<file path="src/hdl/pvf_pkg.sv">
// shared types and constants for the polyhedron volume block
// no dependencies
`default_nettype none

package pvf_pkg;

    localparam int MAX_VERTICES = 64;
    localparam int COORD_BITS   = 16;
    localparam int VIDX_W       = $clog2(MAX_VERTICES);
    localparam int CNT_W        = VIDX_W + 1;
    localparam int SUM_W        = COORD_BITS + VIDX_W + 1;
    localparam int D_W          = COORD_BITS + 1;
    localparam int P_W          = 2 * D_W;
    localparam int N_W          = P_W + 1;
    localparam int M_W          = N_W + D_W;
    localparam int T_W          = M_W + 2;
    localparam int VOL_W        = 63;

    localparam logic OP_VERTEX = 1'b0;
    localparam logic OP_FACET  = 1'b1;

    localparam logic [VOL_W-1:0] VOL_MAX = '1;

    typedef struct packed {
        logic                         operation;
        logic signed [COORD_BITS-1:0] coord_x;
        logic signed [COORD_BITS-1:0] coord_y;
        logic signed [COORD_BITS-1:0] coord_z;
        logic [VIDX_W-1:0]            corner_a;
        logic [VIDX_W-1:0]            corner_b;
        logic [VIDX_W-1:0]            corner_c;
        logic                         final_facet;
    } pvf_in_t;

    typedef struct packed {
        logic [VOL_W-1:0] cell_volume;
        logic             bad_index;
    } pvf_out_t;

    typedef struct packed {
        logic signed [COORD_BITS-1:0] x;
        logic signed [COORD_BITS-1:0] y;
        logic signed [COORD_BITS-1:0] z;
    } pvf_vec_t;

    typedef struct packed {
        logic signed [SUM_W-1:0] x;
        logic signed [SUM_W-1:0] y;
        logic signed [SUM_W-1:0] z;
    } pvf_sum_t;

endpackage

`default_nettype wire

</file>
<file path="src/hdl/pvf_cdiv.sv">
// iterative centroid divider: three coordinate sums by the vertex count
// depends on pvf_pkg
`default_nettype none

module pvf_cdiv (
    input  wire logic            clk,
    input  wire logic            rst_n,
    input  wire logic            start,
    input  wire pvf_pkg::pvf_sum_t sums,
    input  wire logic [pvf_pkg::CNT_W-1:0] count,
    output logic                 done,
    output pvf_pkg::pvf_vec_t    quot
);
    import pvf_pkg::*;

    localparam int STEP_W = $clog2(SUM_W);

    logic [SUM_W-1:0]  dvd_reg [3];
    logic [SUM_W-1:0]  quo_reg [3];
    logic [CNT_W-1:0]  rem_reg [3];
    logic              neg_reg [3];
    logic [CNT_W-1:0]  div_reg;
    logic [STEP_W-1:0] step_reg;
    logic              busy_reg;
    logic              done_reg;

    logic signed [SUM_W-1:0] sum_a [3];
    logic [SUM_W-1:0]        mag_a [3];
    logic [CNT_W:0]          trial [3];
    logic [CNT_W-1:0]        rem_next [3];
    logic                    qbit [3];
    logic [SUM_W-1:0]        q_fix [3];

    always_comb
    begin
        sum_a[0] = sums.x;
        sum_a[1] = sums.y;
        sum_a[2] = sums.z;
        for (int k = 0; k < 3; k++)
        begin
            mag_a[k] = sum_a[k][SUM_W-1] ? SUM_W'(-sum_a[k]) : SUM_W'(sum_a[k]);
            trial[k] = {rem_reg[k], dvd_reg[k][SUM_W-1]};
            if (trial[k] >= {1'b0, div_reg})
            begin
                rem_next[k] = CNT_W'(trial[k] - {1'b0, div_reg});
                qbit[k]     = 1'b1;
            end
            else
            begin
                rem_next[k] = trial[k][CNT_W-1:0];
                qbit[k]     = 1'b0;
            end
            q_fix[k] = neg_reg[k] ? SUM_W'(-quo_reg[k]) : quo_reg[k];
        end
    end

    always_ff @(posedge clk or negedge rst_n)
    begin
        if (!rst_n)
        begin
            busy_reg <= 1'b0;
            done_reg <= 1'b0;
            step_reg <= '0;
        end
        else
        begin
            done_reg <= 1'b0;
            if (start)
            begin
                busy_reg <= 1'b1;
                step_reg <= '0;
            end
            else if (busy_reg)
            begin
                if (step_reg == STEP_W'(SUM_W - 1))
                begin
                    busy_reg <= 1'b0;
                    done_reg <= 1'b1;
                end
                step_reg <= step_reg + 1'b1;
            end
        end
    end

    always_ff @(posedge clk)
    begin
        if (start)
        begin
            div_reg <= count;
            for (int k = 0; k < 3; k++)
            begin
                dvd_reg[k] <= mag_a[k];
                quo_reg[k] <= '0;
                rem_reg[k] <= '0;
                neg_reg[k] <= sum_a[k][SUM_W-1];
            end
        end
        else if (busy_reg)
        begin
            for (int k = 0; k < 3; k++)
            begin
                dvd_reg[k] <= {dvd_reg[k][SUM_W-2:0], 1'b0};
                quo_reg[k] <= {quo_reg[k][SUM_W-2:0], qbit[k]};
                rem_reg[k] <= rem_next[k];
            end
        end
    end

    assign done   = done_reg;
    assign quot.x = q_fix[0][COORD_BITS-1:0];
    assign quot.y = q_fix[1][COORD_BITS-1:0];
    assign quot.z = q_fix[2][COORD_BITS-1:0];

endmodule

`default_nettype wire

</file>
<file path="config.mk">
export PLATFORM = sky130hd
export DESIGN_NAME = pvf_cdiv
export DESIGN_NICKNAME = d
export VERILOG_FILES = /design/src/hdl/pvf_pkg.sv /design/src/hdl/pvf_cdiv.sv
export SDC_FILE = /design/constraint.sdc
export NUM_CORES = 1
export LEC_CHECK = 0
export BUFFER_PORTS_ARGS = -buffer_cell sky130_fd_sc_hd__buf_2
export CELL_PAD_IN_SITES_DETAIL_PLACEMENT = 1
export CELL_PAD_IN_SITES_GLOBAL_PLACEMENT = 1
export CORE_ASPECT_RATIO = 0.6
export CORE_UTILIZATION = 41
export CTS_CLUSTER_SIZE = 25
export DETAILED_ROUTE_END_ITERATION = 16
export PLACE_DENSITY = 0.84
export SYNTH_ARGS = -nofsm -noshare
export SYNTH_HDL_FRONTEND = slang
export SYNTH_SLANG_ARGS = --single-unit
</file>
<file path="constraint.sdc">
create_clock -name clk -period 2.74 [get_ports clk]
set_input_delay 0.274 -clock clk [delete_from_list [all_inputs] [get_ports clk]]
set_output_delay 0.274 -clock clk [all_outputs]
set_load 0.005 [all_outputs]
</file>
---- Yosys cells after proc, flatten, opt, wreduce, memory -nomap -nowiden ----
Memories as Yosys holds them, arrays and structs flattened.
Index checks and enable logic that the tools add are counted.
storage, ports and cells
  register bits after elaboration ......... 14
  latch bits .............................. 0
  memory bits (writable) .................. 162
  bits in read-only memories .............. 0
  memories ................................ 4
memories
  memory   words  width  read ports  clocked after Yosys merged registers in  write ports  line            text
  dvd_reg  3      23     3           0                                        3            pvf_cdiv.sv:18  logic [SUM_W-1:0] dvd_reg [3];
  quo_reg  3      23     3           0                                        3            pvf_cdiv.sv:19  logic [SUM_W-1:0] quo_reg [3];
  rem_reg  3      7      3           0                                        3            pvf_cdiv.sv:20  logic [CNT_W-1:0] rem_reg [3];
  neg_reg  3      1      3           0                                        3            pvf_cdiv.sv:21  logic neg_reg [3];
cells by class
  add/sub/neg operators ................... 10
  $mul .................................... 0
  div/mod/pow operators ................... 0
  $lt $le $gt $ge ......................... 3
  equality and inequality tests ........... 1
  shift operators ......................... 0
  mux-type cells .......................... 34
  bitwise logic cells ..................... 9
  reductions and logical operators ........ 1
operators by type and width
  cell                                                            count
  23-bit 2-to-1 mux                                               9
  23-bit negator                                                  3
  16-bit 2-to-1 mux                                               3
  16-bit negator                                                  3
  7-bit 2-to-1 mux                                                6
  8-bit by 7-bit >= comparator with 1-bit output                  3
  7-bit subtractor                                                3
  1-bit 2-to-1 mux                                                14
  5-bit 2-to-1 mux                                                2
  1-bit bitwise OR                                                9
  5-bit by 1-bit adder with 5-bit output (second input constant)  1
  5-bit equality test (second input constant)                     1
  2-bit nonzero test                                              1

---- Logic depth before layout (Yosys ltp) ----
  depth after elaboration ................. 4
  gate-level depth with buffers ........... 8

---- Least setup slack after synthesis ----
OpenSTA, ideal clock, no wires.
  path type ............................... register to register
  start ................................... register busy_reg
  end ..................................... memory dvd_reg[0][0] (netlist name), enable pin
  library setup time ...................... 0.439 ns
  data arrival time ....................... 2.357 ns
  required time ........................... 2.301 ns
  slack ................................... -0.056 ns
  stages on the path, launching flop included .. 3
  buffers on the path ..................... 1
  clock period less this slack ............ 2.796 ns
  path through ............................ dfrtp_1 > clkbuf_1 > or2_2
RTL lines
  what                    line            text
  from (decl)             pvf_cdiv.sv:24  logic busy_reg;
  from (signal assigned)  pvf_cdiv.sv:61  busy_reg <= 1'b0;
  from (signal assigned)  pvf_cdiv.sv:70  busy_reg <= 1'b1;
  from (signal assigned)  pvf_cdiv.sv:77  busy_reg <= 1'b0;
  to (decl)               pvf_cdiv.sv:18

==> impl_metrics.yaml <==
critical_path:
  crit_chain: "or4_4 > or3_4 > o31ai_4 > nand2_1 > xor2_1 > buf_2"
  r2r_end: "rem_reg[0][1]$_SDFFCE_PN0P_"
  cp-end-kind: "output pin"
  critPathKind: "reg -> out"
  rrSetupSlack_ns: 0.27
  slowest_delay_ns: 0.57
  worstPathRequired_ns: 2.47
  cp-start-kind: "flip-flop"
  crit_arrival_ns: 2.42
  worst_path_max_delay_cell: "or4_4"
  cp_top_family: "simple AND/OR/NAND/NOR gates"
  worstReg2RegStart: "div_reg[0]$_DFFE_PP_"
  crit_start: "quo_reg[0][54]$_SDFFCE_PN0P_"
  path_buf_inv: 1
  crit_fanout: 3
  ff2ff_path_depth: 7
power:
  p_per_area_nw_per_um2: 717.0
  vdd_drop_max_v: 0.0004152
  p_leak_nw: 4.729
timing:
  skew_ns: 0.01728
  fmax_ghz: 0.3718
  setup_tns_ns: 0
  timing_worst_slew_pin_value_ns: 0.7150
  period_share_pct: 98.16
  final-setup-viol-count: 0
  drv_slew: 0
  slew_headroom_pct: 52.02
  hold_viol: 0
  period_minus_slack_ns: 2.690
finish:
  fin_cells: 1361
  drive_gt1_share_pct: 20.34
  multi_input_area_um2: 4574
  syn_to_final_growth_pct: 20.42
  register_area_um2: 4619
  largest_register_ffs: 69
  fillers: 2530
  nets: 1150
synth:
  synth.most_common_cell: "edfxtp_1"
  synth_area_per_cell_um2: 10.34
  synth_top_flop_cell: "edfxtp_1"
  yosysTopAreaCellShare_pct: 47.63
  synth_common_cells: "edfxtp_1, nand2_1, o21ai_0, xor2_1, nor2_1"
  synth-simple-area-share_pct: 15.58
  synth_async_sr_flop_share_pct: 4.516
  syn_inst: 902
  synth_top_cell_by_area: "edfxtp_1"
  syn_nets: 1013
  synth_xor_area_share_pct: 10.23
  synth_edf_count: 148
  synth_mux_area_share_pct: 0.5498
  synth_adder_area_share_pct: 4.533
  ys_warn_count: 0
  yosys-top-cells-area: "edfxtp_1, xor2_1, o21ai_0"
  synth_cell_types: 52
  synth_top_family_by_area: "compound AO/OA/AOI/OAI gates"
  synth-seq-cells: 155
  ys_seq_area_share_pct: 49.51
  synth_compound_area_share_pct: 16.62
  syn_area_um2: 9330
floorplan:
  die_h_um: 118.9
  placementRows: 42
  core_area_um2: 22180
  die_x_um: 196.8
  initial_core_util_pct: 42.07
  ios: 128
  die_area_um2: 23380
global_routing:
  antenna_found_initial: 2
  grt_max_degree: 69
  grt_overflow: 0
  grt_pass1_wl_um: 40040
  grt_pass1_vias: 7623
  track_usage_pct: 21.76
clock_tree:
  cts_tree: "done"
  clock_latency_ns: 0.44
  htreeDepth: 4
  cts_sinks: 155
  cts_buffer_depth: 2
  cts.clk_slew.worst_paths_ns: 0.06
  cts_buffers: 17
  clockRootBuffer: "clkbuf_16"
routing:
  viasPerCell: 5.532
  drc: 0
  dr.first_iter.drc_count: 475
  wl_per_cell_um: 18.43
  postRouteAntennaNets: 0
  dr_total_vias: 7529
  totalWireLength_um: 25090
  dr.pass1.iters: 7
placed_design:
  numPlacedInstances: 1316
  dp_hpwl_um: 17680
  io_buffers: 127
  gp_congestion: 0.7983
worst_hold_path:
  hold_depth: 1
  min_path_type: "in -> reg"
  hold_path_end: "div_reg[3]$_DFFE_PP_"
  min_from: "count[3]"
job:
  max-cap-violations: 0
run_status:
  status: "complete, no violations"
==> kinds of logic (layout without fill, tap and decap cells) <==
group           after synthesis  count (layout)
mux                           5               5
xor+xnor                    109             109
flops                       155             155
other cells                   0               1
compound gates              243             243
simple gates                289             289
buf+inv                      69             219
fa+ha+maj                    32              32
==> per-stage QoR <==
step | cell area, µm² | utilization, % | setup slack, ns | power (mW) | hold slack (ns)
3_5_place_dp | 10400 | 46.89 | 0.3029 | 5.503 | 0.1180
5_1_grt | 11240 | 50.67 | -0.04180 | 8.476 | 0.004535
6_report | 11240 | 50.67 | 0.05033 | 8.056 | 0.01928
2_1_floorplan | 9333 | - | 0.5269 | 4.687 | -0.02159
3_3_place_gp | 10400 | 46.89 | 0.3736 | 5.353 | 0.1203
4_1_cts | 11070 | 49.90 | -0.01335 | 8.030 | 0.004095
==> layout make-up <==
| class | instances | area share, % |
|---|---|---|
| timing repair buffer | 158 | 8.307 |
| tap | 308 | 3.430 |
| clock buffer | 17 | 3.786 |
| clock inverter | 15 | 1.659 |
| antenna | 1 | 0.02227 |
| multi-input combinational | 678 | 40.71 |
| inverter | 29 | 0.9688 |
| sequential | 155 | 41.11 |
==> metal layers <==
metal	wire (µm)	track usage (%)	share of wire, %
met5	13	0	0.052
met4	225	4.942	0.90
met3	1008	4.305	4.0
met2	11380	33.46	45
met1	12470	31.60	50
==> repair_timing <==
item                                   4_1_cts  5_1_grt
cloned                                       0        0
endpoints found under the hold margin        7        0
hold buffers                                 1        0
resized for setup                            5       18
pin swaps                                    0        3
setup buffers                                3        8
setup endpoints to repair                    5       11
==> worst max-delay path by stage <==
| stage | cells past startpoint | slack [ns] | end |
|---|---|---|---|
| 6_report | 6 | 0.05 | quot[13] |
| 5_1_grt | 6 | -0.04 | quot[15] |
| 4_1_cts | 6 | -0.01 | quot[47] |
| 3_5_place_dp | 7 | 0.30 | rem_reg[0][1]$_SDFFCE_PN0P_ |
| 3_3_place_gp | 6 | 0.37 | dvd_reg[0][68]$_DFFE_PP_ |
| 2_1_floorplan | 6 | 0.53 | dvd_reg[0][67]$_DFFE_PP_ |
==> power by group <==
| group | switching, mW | total (mW) | internal (mW) |
|---|---|---|---|
| Clock | 1.06 | 2.51 | 1.45 |
| Sequential | 0.171 | 3.11 | 2.94 |
| Combinational | 1.38 | 2.44 | 1.06 |
==> cell usage in the layout, fill, tap and decap left out, types with 5 or more instances in the layout <==
cell	Yosys	final
buf_4	3	25
o21a_1	10	10
inv_1	29	29
o41ai_1	19	16
nand3_1	21	20
o31a_1	7	7
xnor2_1	40	40
clkbuf_16	0	17
edfxtp_1	148	148
nor3_1	6	6
nor4_1	9	8
a21oi_1	27	27
buf_12	0	5
buf_2	0	127
a21o_1	5	5
nor2_1	43	42
o21ai_1	25	26
o311a_1	6	6
nand2b_1	10	10
nand4_1	5	5
o41ai_2	3	6
and2_1	39	39
o31ai_1	37	31
dfrtp_1	7	7
ha_1	29	29
xor2_1	69	69
or3_1	15	13
nor2b_1	14	13
o21ai_0	90	89
nand2_1	105	105
inv_6	0	5
(Power assumes the default switching activity.)
